**config.mk**
```make
export PLATFORM = sky130hd
export DESIGN_NAME = bankers_safety_check
export DESIGN_NICKNAME = d
export VERILOG_FILES = /design/src/hdl/bsc_pkg.sv /design/src/hdl/bankers_safety_check.sv /design/src/hdl/bsc_ram.sv /design/src/hdl/bsc_ctrl.sv /design/src/hdl/bsc_datapath.sv
export SDC_FILE = /design/constraint.sdc
export NUM_CORES = 2
export LEC_CHECK = 0
export BUFFER_PORTS_ARGS = -buffer_cell sky130_fd_sc_hd__buf_2
export CAP_MARGIN = 10
export CELL_PAD_IN_SITES_DETAIL_PLACEMENT = 0
export CELL_PAD_IN_SITES_GLOBAL_PLACEMENT = 2
export CORE_MARGIN = 2
export CORE_UTILIZATION = 46
export CTS_BUF_LIST = sky130_fd_sc_hd__clkbuf_8
export CTS_CLUSTER_DIAMETER = 30
export CTS_CLUSTER_SIZE = 12
export DETAILED_ROUTE_END_ITERATION = 10
export PLACE_DENSITY_LB_ADDON = 0.1
export REMOVE_ABC_BUFFERS = 1
export SETUP_SLACK_MARGIN = 0.5
export SYNTH_ARGS = -nofsm -noshare
export SYNTH_HDL_FRONTEND = slang
export SYNTH_SLANG_ARGS = --single-unit
```
**constraint.sdc**
```tcl
create_clock -name clk -period 12.75 [get_ports clk]
set_clock_uncertainty 0.1 [all_clocks]
set_input_delay 3.825 -clock clk [delete_from_list [all_inputs] [get_ports clk]]
set_output_delay 3.825 -clock clk [all_outputs]
set_load 0.02 [all_outputs]
```
**src/hdl/bsc_pkg.sv**
```systemverilog
// Shared types and constants for the banker's safety check block.
// Holds the transaction structs, the action codes and the controller/datapath
// command and status structs. No dependencies.
package bsc_pkg;

  // Default sizes handed to the top level parameters.
  localparam int MAX_PROCS_DEF   = 16;
  localparam int VALUE_WIDTH_DEF = 16;

  // Fixed field widths of the transactions.
  localparam int MAX_ROWS = 16;
  localparam int FIELD_W  = 16;
  localparam int WORK_W   = 20;
  localparam int NTYPES   = 3;
  localparam logic [WORK_W-1:0] WORK_MAX = {WORK_W{1'b1}};

  // Action codes of an input transaction.
  localparam logic ACT_LOAD  = 1'b0;
  localparam logic ACT_CHECK = 1'b1;

  typedef struct packed {
    logic               action;
    logic [3:0]         proc_index;
    logic [FIELD_W-1:0] max_a;
    logic [FIELD_W-1:0] max_b;
    logic [FIELD_W-1:0] max_c;
    logic [FIELD_W-1:0] held_a;
    logic [FIELD_W-1:0] held_b;
    logic [FIELD_W-1:0] held_c;
    logic [FIELD_W-1:0] free_a;
    logic [FIELD_W-1:0] free_b;
    logic [FIELD_W-1:0] free_c;
    logic [4:0]         proc_count;
  } in_item_t;

  typedef struct packed {
    logic [3:0]        granted_proc;
    logic [3:0]        order_pos;
    logic              is_safe;
    logic              last;
    logic [WORK_W-1:0] work_a;
    logic [WORK_W-1:0] work_b;
    logic [WORK_W-1:0] work_c;
  } out_item_t;

  // Commands from the controller to the datapath.
  typedef struct packed {
    logic load;   // store one process row
    logic init;   // start a check from the available vector
    logic probe;  // examine the process under the scan pointer
  } dp_cmd_t;

  // Status from the datapath to the controller.
  typedef struct packed {
    logic count_zero;  // the offered check has no processes
    logic finish;      // the current probe ends the check
  } dp_status_t;

endpackage

```
**src/hdl/bankers_safety_check.sv**
```systemverilog
// Banker's safety check over three resource types, top level.
// Depends on bsc_pkg, bsc_ctrl, bsc_datapath and bsc_ram.
//
// Usage: a transaction is taken at a rising edge with start high and busy
// low. A load transaction (action 0) writes one process row (need and held)
// into the table in that cycle and leaves busy low. A check transaction
// (action 1) loads the work vector from the free fields and scans processes
// 0 to n-1 round robin, n being proc_count limited to the table size, one
// probe per cycle, while busy is high. Each admitted process gives one
// result in the cycle after its probe: a single-cycle out_strobe with
// out_data. A check ends with the result that has last set; it is either
// the final safe entry or one unsafe entry, given when n probes in a row
// admit no process. The probe loop reads one table row per cycle through
// the table's read port.
// A check with proc_count zero gives no result and leaves busy low.
// Reset clears the controller, counters, finished mask and work vector; the
// table holds no defined contents until rows are loaded. The receiver has
// no way to stall results: each is valid for exactly its strobe cycle.
module bankers_safety_check #(
  parameter int MAX_PROCS   = bsc_pkg::MAX_PROCS_DEF,
  parameter int VALUE_WIDTH = bsc_pkg::VALUE_WIDTH_DEF
) (
  input  logic               clk,
  input  logic               rst_n,
  input  logic               start,
  output logic               busy,
  input  bsc_pkg::in_item_t  in_data,
  output logic               out_strobe,
  output bsc_pkg::out_item_t out_data
);
  import bsc_pkg::*;

  dp_cmd_t    cmd;
  dp_status_t status;

  // Sequencer for loads and the probe loop.
  bsc_ctrl u_ctrl (
    .clk    (clk),
    .rst_n  (rst_n),
    .start  (start),
    .action (in_data.action),
    .status (status),
    .cmd    (cmd),
    .busy   (busy)
  );

  // Table, work vector and result register.
  bsc_datapath #(
    .MAX_PROCS   (MAX_PROCS),
    .VALUE_WIDTH (VALUE_WIDTH)
  ) u_datapath (
    .clk        (clk),
    .rst_n      (rst_n),
    .in_data    (in_data),
    .cmd        (cmd),
    .status     (status),
    .out_strobe (out_strobe),
    .out_data   (out_data)
  );

endmodule

```
**src/hdl/bsc_ram.sv**
```systemverilog
// Generic simple dual-port RAM with a registered read port.
// One write and one read address per cycle. No dependencies.
module bsc_ram #(
  parameter int WIDTH = 8,
  parameter int DEPTH = 16
) (
  input  logic                     clk,
  input  logic                     we,
  input  logic [$clog2(DEPTH)-1:0] waddr,
  input  logic [WIDTH-1:0]         wdata,
  input  logic [$clog2(DEPTH)-1:0] raddr,
  output logic [WIDTH-1:0]         rdata
);

  logic [WIDTH-1:0] mem_r [DEPTH];
  logic [WIDTH-1:0] rdata_r;

  // Write port and registered read port.
  always_ff @(posedge clk) begin
    if (we) begin
      mem_r[waddr] <= wdata;
    end
    rdata_r <= mem_r[raddr];
  end

  assign rdata = rdata_r;

endmodule

```
**src/hdl/bsc_ctrl.sv**
```systemverilog
// Controller of the banker's safety check: idle and scan states.
// Depends on bsc_pkg for the command and status structs and action codes.
module bsc_ctrl (
  input  logic                clk,
  input  logic                rst_n,
  input  logic                start,
  input  logic                action,
  input  bsc_pkg::dp_status_t status,
  output bsc_pkg::dp_cmd_t    cmd,
  output logic                busy
);
  import bsc_pkg::*;

  typedef enum logic [1:0] {
    ST_IDLE = 2'b01,
    ST_SCAN = 2'b10
  } state_t;

  state_t state_r, state_nxt;

  // Next state and command decode.
  always_comb begin
    state_nxt = state_r;
    cmd       = '0;
    unique case (state_r)
      ST_IDLE: begin
        if (start) begin
          if (action == ACT_LOAD) begin
            cmd.load = 1'b1;
          end else begin
            cmd.init = 1'b1;
            if (!status.count_zero) begin
              state_nxt = ST_SCAN;
            end
          end
        end
      end
      ST_SCAN: begin
        cmd.probe = 1'b1;
        if (status.finish) begin
          state_nxt = ST_IDLE;
        end
      end
      default: begin
        state_nxt = ST_IDLE;
      end
    endcase
  end

  // State register.
  always_ff @(posedge clk) begin
    if (!rst_n) begin
      state_r <= ST_IDLE;
    end else begin
      state_r <= state_nxt;
    end
  end

  assign busy = (state_r != ST_IDLE);

endmodule

```
**src/hdl/bsc_datapath.sv**
```systemverilog
// Datapath of the banker's safety check: process table, work vector,
// finished mask, scan pointer and counters, and the result register.
// Depends on bsc_pkg and bsc_ram.
module bsc_datapath #(
  parameter int MAX_PROCS   = 16,
  parameter int VALUE_WIDTH = 16
) (
  input  logic                clk,
  input  logic                rst_n,
  input  bsc_pkg::in_item_t   in_data,
  input  bsc_pkg::dp_cmd_t    cmd,
  output bsc_pkg::dp_status_t status,
  output logic                out_strobe,
  output bsc_pkg::out_item_t  out_data
);
  import bsc_pkg::*;

  localparam int ROWS = (MAX_PROCS < MAX_ROWS) ? MAX_PROCS : MAX_ROWS;
  localparam int AW   = $clog2(ROWS);
  localparam int CW   = $clog2(ROWS + 1);
  localparam int SW   = (VALUE_WIDTH < FIELD_W) ? VALUE_WIDTH : FIELD_W;
  localparam int RW   = 2 * NTYPES * SW;

  // Scan state.
  logic [AW-1:0]     ptr_r, ptr_nxt;
  logic [CW-1:0]     n_r, n_nxt;
  logic [CW-1:0]     gcnt_r, gcnt_nxt;
  logic [CW-1:0]     idle_r, idle_nxt;
  logic [ROWS-1:0]   fin_r, fin_nxt;
  logic [WORK_W-1:0] work_r [NTYPES];
  logic [WORK_W-1:0] work_nxt [NTYPES];
  logic              out_strobe_r, out_strobe_nxt;
  out_item_t         out_data_r, out_data_nxt;

  // Table port signals.
  logic          ram_we;
  logic [AW-1:0] ram_waddr;
  logic [AW-1:0] ram_raddr;
  logic [RW-1:0] ram_wdata;
  logic [RW-1:0] ram_rdata;

  logic [SW-1:0]     in_max [NTYPES];
  logic [SW-1:0]     in_held [NTYPES];
  logic [SW-1:0]     in_free [NTYPES];
  logic [SW-1:0]     row_need [NTYPES];
  logic [SW-1:0]     row_held [NTYPES];
  logic [WORK_W:0]   sum [NTYPES];
  logic [WORK_W-1:0] sat [NTYPES];
  logic [CW-1:0]     n_in;
  logic [AW-1:0]     ptr_adv;
  logic              row_ok;
  logic              fits;
  logic              ok;
  logic              last_safe;
  logic              give_up;

  // Input fields reduced to the stored value width.
  always_comb begin
    in_max[0]  = in_data.max_a[SW-1:0];
    in_max[1]  = in_data.max_b[SW-1:0];
    in_max[2]  = in_data.max_c[SW-1:0];
    in_held[0] = in_data.held_a[SW-1:0];
    in_held[1] = in_data.held_b[SW-1:0];
    in_held[2] = in_data.held_c[SW-1:0];
    in_free[0] = in_data.free_a[SW-1:0];
    in_free[1] = in_data.free_b[SW-1:0];
    in_free[2] = in_data.free_c[SW-1:0];
  end

  // Row write: need is max minus held, clamped at zero.
  always_comb begin
    for (int t = 0; t < NTYPES; t++) begin
      ram_wdata[RW-1-t*SW -: SW] = (in_max[t] > in_held[t]) ?
                                   (in_max[t] - in_held[t]) : '0;
      ram_wdata[NTYPES*SW-1-t*SW -: SW] = in_held[t];
    end
  end

  assign row_ok    = ({1'b0, in_data.proc_index} < 5'(ROWS));
  assign ram_we    = cmd.load && row_ok;
  assign ram_waddr = AW'(in_data.proc_index);

  // Process count, limited to the table size.
  assign n_in = (in_data.proc_count > 5'(ROWS)) ? CW'(ROWS) : CW'(in_data.proc_count);
  assign status.count_zero = (in_data.proc_count == 5'd0);

  // The pointer always advances, so the next row is fetched during each probe.
  assign ptr_adv   = ((CW'(ptr_r) + CW'(1)) >= n_r) ? '0 : (ptr_r + AW'(1));
  assign ram_raddr = cmd.probe ? ptr_adv : '0;

  bsc_ram #(
    .WIDTH (RW),
    .DEPTH (ROWS)
  ) u_table (
    .clk   (clk),
    .we    (ram_we),
    .waddr (ram_waddr),
    .wdata (ram_wdata),
    .raddr (ram_raddr),
    .rdata (ram_rdata)
  );

  // Probe: compare need with work and form the saturated sums.
  always_comb begin
    fits = 1'b1;
    for (int t = 0; t < NTYPES; t++) begin
      row_need[t] = ram_rdata[RW-1-t*SW -: SW];
      row_held[t] = ram_rdata[NTYPES*SW-1-t*SW -: SW];
      if (WORK_W'(row_need[t]) > work_r[t]) begin
        fits = 1'b0;
      end
      sum[t] = {1'b0, work_r[t]} + (WORK_W+1)'(row_held[t]);
      sat[t] = sum[t][WORK_W] ? WORK_MAX : sum[t][WORK_W-1:0];
    end
  end

  assign ok        = !fin_r[ptr_r] && fits;
  assign last_safe = ok && ((gcnt_r + CW'(1)) == n_r);
  assign give_up   = !ok && ((idle_r + CW'(1)) >= n_r);
  assign status.finish = last_safe || give_up;

  // Next values of the scan state and the result register.
  always_comb begin
    ptr_nxt        = ptr_r;
    n_nxt          = n_r;
    gcnt_nxt       = gcnt_r;
    idle_nxt       = idle_r;
    fin_nxt        = fin_r;
    work_nxt       = work_r;
    out_strobe_nxt = 1'b0;
    out_data_nxt   = out_data_r;
    if (cmd.init) begin
      ptr_nxt  = '0;
      n_nxt    = n_in;
      gcnt_nxt = '0;
      idle_nxt = '0;
      fin_nxt  = '0;
      for (int t = 0; t < NTYPES; t++) begin
        work_nxt[t] = WORK_W'(in_free[t]);
      end
    end else if (cmd.probe) begin
      ptr_nxt = ptr_adv;
      if (ok) begin
        fin_nxt[ptr_r] = 1'b1;
        work_nxt       = sat;
        gcnt_nxt       = gcnt_r + CW'(1);
        idle_nxt       = '0;
      end else begin
        idle_nxt = idle_r + CW'(1);
      end
      out_strobe_nxt = ok || give_up;
      out_data_nxt.granted_proc = ok ? 4'(ptr_r) : 4'd0;
      out_data_nxt.order_pos    = 4'(gcnt_r);
      out_data_nxt.is_safe      = ok;
      out_data_nxt.last         = ok ? last_safe : 1'b1;
      out_data_nxt.work_a       = ok ? sat[0] : work_r[0];
      out_data_nxt.work_b       = ok ? sat[1] : work_r[1];
      out_data_nxt.work_c       = ok ? sat[2] : work_r[2];
    end
  end

  // Control registers are reset; the result payload is not.
  always_ff @(posedge clk) begin
    if (!rst_n) begin
      ptr_r        <= '0;
      n_r          <= '0;
      gcnt_r       <= '0;
      idle_r       <= '0;
      fin_r        <= '0;
      out_strobe_r <= 1'b0;
      for (int t = 0; t < NTYPES; t++) begin
        work_r[t] <= '0;
      end
    end else begin
      ptr_r        <= ptr_nxt;
      n_r          <= n_nxt;
      gcnt_r       <= gcnt_nxt;
      idle_r       <= idle_nxt;
      fin_r        <= fin_nxt;
      out_strobe_r <= out_strobe_nxt;
      work_r       <= work_nxt;
    end
  end

  always_ff @(posedge clk) begin
    out_data_r <= out_data_nxt;
  end

  assign out_strobe = out_strobe_r;
  assign out_data   = out_data_r;

endmodule

```
# == Word-level counts from Yosys, hierarchy flattened ==
# Memory sizes are Yosys's and may differ from the RTL's. A register that Yosys moved wholly into a read port is not among the register bits.
# Cells that the tools add are included.
# op_classes
addsub,10
magnitude_cmp,11
n_eq_ne,8
mux,35
bitwise_logic,4
n_reduce_logical,17
# ops
op,count
$mux W56,3
$mux W20,6
$add A20 B16 Y21,3
$gt A16 B20 Y1,3
$gt A16 B16 Y1,3
$mux W16,3
$sub A16 B16 Y16,3
$or A16 B16 Y16,1
$mux W2,6
$add A5 B1 Y5 const B,2
$ge A5 B5 Y1,2
$mux W1,10
$mux W5,2
$mux W4,2
$ne A2 B2 Y1 const B,4
$reduce_and A2 Y1,3
$add A4 B1 Y5 const B,1
$eq A5 B5 Y1,1
$gt A5 B5 Y1 const B,1
$logic_not A5 Y1,1
$lt A4 B5 Y1 const B,1
$add A4 B1 Y4 const B,1
$bmux W1 S4,1
$demux W1 S4,1
other kinds (13),21
# word_totals
register_bits,168
ram_bits,1536
inputBits,157
out_inout_bits,72
word_cells,106
memories,1
# memory_table
memory,words,word_bits,read_ports,rd_clocked_by_memory_dff,wr,line_no,source
u_datapath.u_table.mem_r,16,96,1,1,1,bsc_ram.sv:15,logic [WIDTH-1:0] mem_r [DEPTH];

# == Longest topological paths before layout ==
# logic_depth
word_depth,10
depth_mapped,17
ltp_nobuf,12

# == By module ==
# Synthesis repeated with hierarchy kept, for this count alone.
# unflattened
hier_cells,4151
area_unflattened_um2,73076.3
# by_module_without_submodules
module,n_inst,cells_each,area_each_um2,seq_area_each_um2
bsc_ram,1,2460,59355.7,48046.1
bsc_datapath,1,1681,13615.6,4023.9
bsc_ctrl,1,10,105.1,40.0

# == Worst setup path before layout ==
# No wires, ideal clock.
# synth_path
kind,input to register
from,input port in_data[153] (netlist name)
to,memory u_datapath.u_table.mem_r[0][0] (netlist name) (enable)
setup_ns,0.670
arrival_ns,10.926
required_time_ns,11.980
setup_slack_ns,1.055
path_stages,2
path_buffers,0
path_cell_list,or4_1 > nor3_1
# synth_between
elab_chain_len,5
# synth_lines
item,line_no,source
from (decl),bankers_safety_check.sv:27,"input bsc_pkg::in_item_t in_data,"
$mux W1,bsc_ctrl.sv:28,if (action == ACT_LOAD) begin
$mux W2,bsc_ctrl.sv:27,if (start) begin
$mux W2,bsc_ctrl.sv:25,unique case (state_r)
$mux W1,bsc_ram.sv:20,if (we) begin
$mux W1 (implied by the code),bsc_ram.sv:21,mem_r[waddr] <= wdata;
to (decl),bsc_ram.sv:15,
# Every way passes these cells.

# == Worst setup path in the final report ==
# layout_path
from,input port in_data[85] (netlist name)
to,memory u_datapath.u_table.mem_r[8][94] (netlist name) (data pin)
# layout_between
elab_chain_len,2
elab_cells_between_ends,3
cone_classes,1 x add/sub; 1 x order compare; 1 x mux
# layout_lines
item,line_no,source
$sub A16 B16 Y16 / $gt A16 B16 Y1 (equally long branches),"bsc_datapath.sv:74, bsc_datapath.sv:73",
$mux W16 *,bsc_datapath.sv:73,ram_wdata[RW-1-t*SW -: SW] = (in_max[t] > in_held[t]) ?
net u_datapath.ram_wdata[94],bsc_datapath.sv:39,logic [RW-1:0] ram_wdata;
# The timed path passes the listed nets; every way through them passes the cells marked *.

==> metrics.txt <==
Req. time, crit path 13340 ps; Core Area 0.162 mm^2; Leak Pwr 30.6 nW; predominant post-synthesis flop cell edfxtp_1; DP HPWL 120000 um; first-pass GRT wire length 326000 um; Post-Synth Adder-Cell Area 2.83%; total power 14.3 mW; clock sink total 1800; WHS Path Cells 2; Critical Path AT 7410 ps; Hold Fails Final Rpt 0; largest family of logic cells by synthesized area simple AND/OR/NAND/NOR gates; RSZ-0062 raised after global routing false; FF-to-FF End u_datapath.u_table.rdata[23]; Ys Warns 0; Hold Path Sink u_datapath.fin_r[0]; Ports 229; Peak supply drop 0.000110 V; Total GRT Usage 26.7%; post-CTS setup buffers 0; Peak Freq 0.146 GHz; top cell type's share of synthesized area 64.4%; CTS root buffer clkbuf_8; synthesized cell area 0.0749 mm^2; Critical Path Most Common Cell nor2_1; initial DRC count 4177; max_cap viols 0; Layout area overhead 17.4%; ys async rst share 0%; setup tns final 0 ps; FF-to-FF path depth 12; XOR/XNOR Fraction of Synth Area 0.889%; dominant cells by area after synthesis edfxtp_1 (64%), mux2i_1 (5.3%), dfxtp_1 (5.2%); vias per std cell 5.71; number of distinct library cells after synthesis 78; hold buffers post-CTS 0; cell count after synthesis 5622; max_slew headroom 17.5%; number of synthesized flops with an enable pin 1606; syn_area_per_cell 13.3 um^2; Worst setup EP type register; number of synthesized register bits 1800; Final min period 6830 ps; Synth Area in Simple Gates 11.7%; Final period util 53.6%; crit-path cells buf_2 > ha_1 > inv_1 > fa_1 > a211oi_1 > nor2_1 > o211ai_1 > a21oi_1 > o41ai_1 > o21bai_1 > xnor2_1 > nor2_1; Die X 407 um; Worst-path clk slew 50 ps; endpoints failing setup 0; Finished Layout Cells 8538; max incr delay on CP 780 ps; post-CTS sizing 0; most frequent cells in the layout edfxtp_1 (1606), nand2_1 (884), nand3_1 (559), clkbuf_8 (432), mux2i_1 (396); hold crit path type register to register; vias in the first global route 47600; post-synthesis sequential area ratio 69.6%; largest net degree at the start of global routing 145; PortBufs 228; H-tree levels 5; area leader, netlist edfxtp_1; run status complete, no violations; critical path's slowest cell nor2_1; Die Footprint 0.166 mm^2; Final nets 6353; Die Span Y 407 um; DRT Pass-1 Iters 6; Synth Area in Compound Gates 6.88%; initial core utilization 46.1%; P per Cell Area 163 mW/mm^2; CP startpoint kind primary input; Site Rows 148; initial antenna violation count 6; CTS Buf Count 403; final wirelength 225000 um; Vias 48700; Post-DRT Antenna Nets 0; later-pin clock latency in the skew report 1040 ps; DRC viols 0; Placed Cells 7798; Max Root-Sink Buffers 4; TritonCTS clock tree yes; flop2flop setup slack 6740 ps; total gr overflow 0; Slew @ Worst Pin 1230 ps; kind of critical path primary input to register; share of cells above drive strength 1 16.3%; multiplexer share of the synthesized area 5.58%; most common cell after layout, fill and taps aside edfxtp_1; Final Slew Violations 0; Critical Path Fanout Max 17; Routed wire per std cell 26.4 um; Final Wtd Congestion 0.842; hold path startpoint u_datapath.fin_r[0]; reg2reg start u_datapath.ptr_r[0]
==> cells by family after synthesis <==
group	count (synthesis)
AOI/OAI and AO/OA	765
DFF	1800
xor gates and xnor gates	76
adders and majority gates	166
muxes	409
buffers and inverters	476
and+or+nand+nor	1930
==> stage by stage <==
stage	utilization (%)	worst slack (ps)	area (um^2)	hold WS [ps]
2_1_floorplan	-	-28780	73500	332
3_3_place_gp	48.5	4930	78600	344
3_5_place_dp	48.5	4720	78600	354
4_1_cts	54.1	5870	87800	364
5_1_grt	54.1	5650	87800	382
6_report	54.2	5920	87800	357
==> state kept, by name, indices dropped and copies added (netlist names), 4 cells and up <==
signal                    count
u_datapath.out_data          70
u_datapath.ptr_r              4
u_datapath.u_table.rdata     96
u_datapath.idle_r             5
u_datapath.gcnt_r             5
u_datapath.u_table.mem_r   1536
u_datapath.work_r            60
u_datapath.n_r                5
u_datapath.fin_r             16
==> worst max path at each step <==
stage,from,endpoint,depth (start not counted)
detailed placement,in_data[88],u_datapath.u_table.mem_r[15][86],12
floorplan,u_datapath.ptr_r[0],u_datapath.u_table.rdata[91],7
global route,in_data[85],u_datapath.u_table.mem_r[6][94],12
finish,in_data[85],u_datapath.u_table.mem_r[8][94],12
global placement,in_data[85],u_datapath.u_table.mem_r[0][94],12
CTS,in_data[88],u_datapath.u_table.mem_r[15][86],12
==> layer usage <==
metal  routed length [um]  vias up  global-route usage [%]
met2               108000     1728                    43.9
met5                    0        -                       0
met4                 5410        0                    7.94
met1                97700    24400                    36.4
met3                14500      402                    4.56
li1                     -    22200                       -
==> critical path, delay by kind of cell <==
family,cells,cell delay (ps)
buffers and inverters,2,280
and+or+nand+nor,2,920
AOI/OAI and AO/OA,5,1600
xor gates and xnor gates,1,160
adders and majority gates,2,620
==> cell type report <==
| type | count | area [um^2] |
|---|---|---|
| antenna | 5 | 12.5 |
| clock buffer | 432 | 5950 |
| clock inverter | 301 | 3230 |
| fill | 13700 | 74400 |
| inverter | 150 | 568 |
| multi-input combinational | 3346 | 21100 |
| sequential | 1800 | 52100 |
| tap | 2175 | 2720 |
| timing repair buffer | 329 | 2130 |
==> synth_stat cells, drive strengths merged (22+ instances only) <==
cell	number
nor3	43
clkbuf	279
inv	150
nand4	123
a31oi	48
nand3	559
nand2	886
dfxtp	194
o21ai	245
ha	160
nor4	24
buf	47
a21o	37
nor2	175
xor2	36
o221ai	195
mux2i	396
edfxtp	1606
xnor2	40
a21oi	107
and3	22
==> report_power, final <==
group	internal [mW]	total, mW	switching [mW]
registers	6.55	6.57	0.0214
clock network	4.49	7.21	2.72
logic	0.147	0.536	0.388
Note: power is estimated with default switching activity, not from simulation.
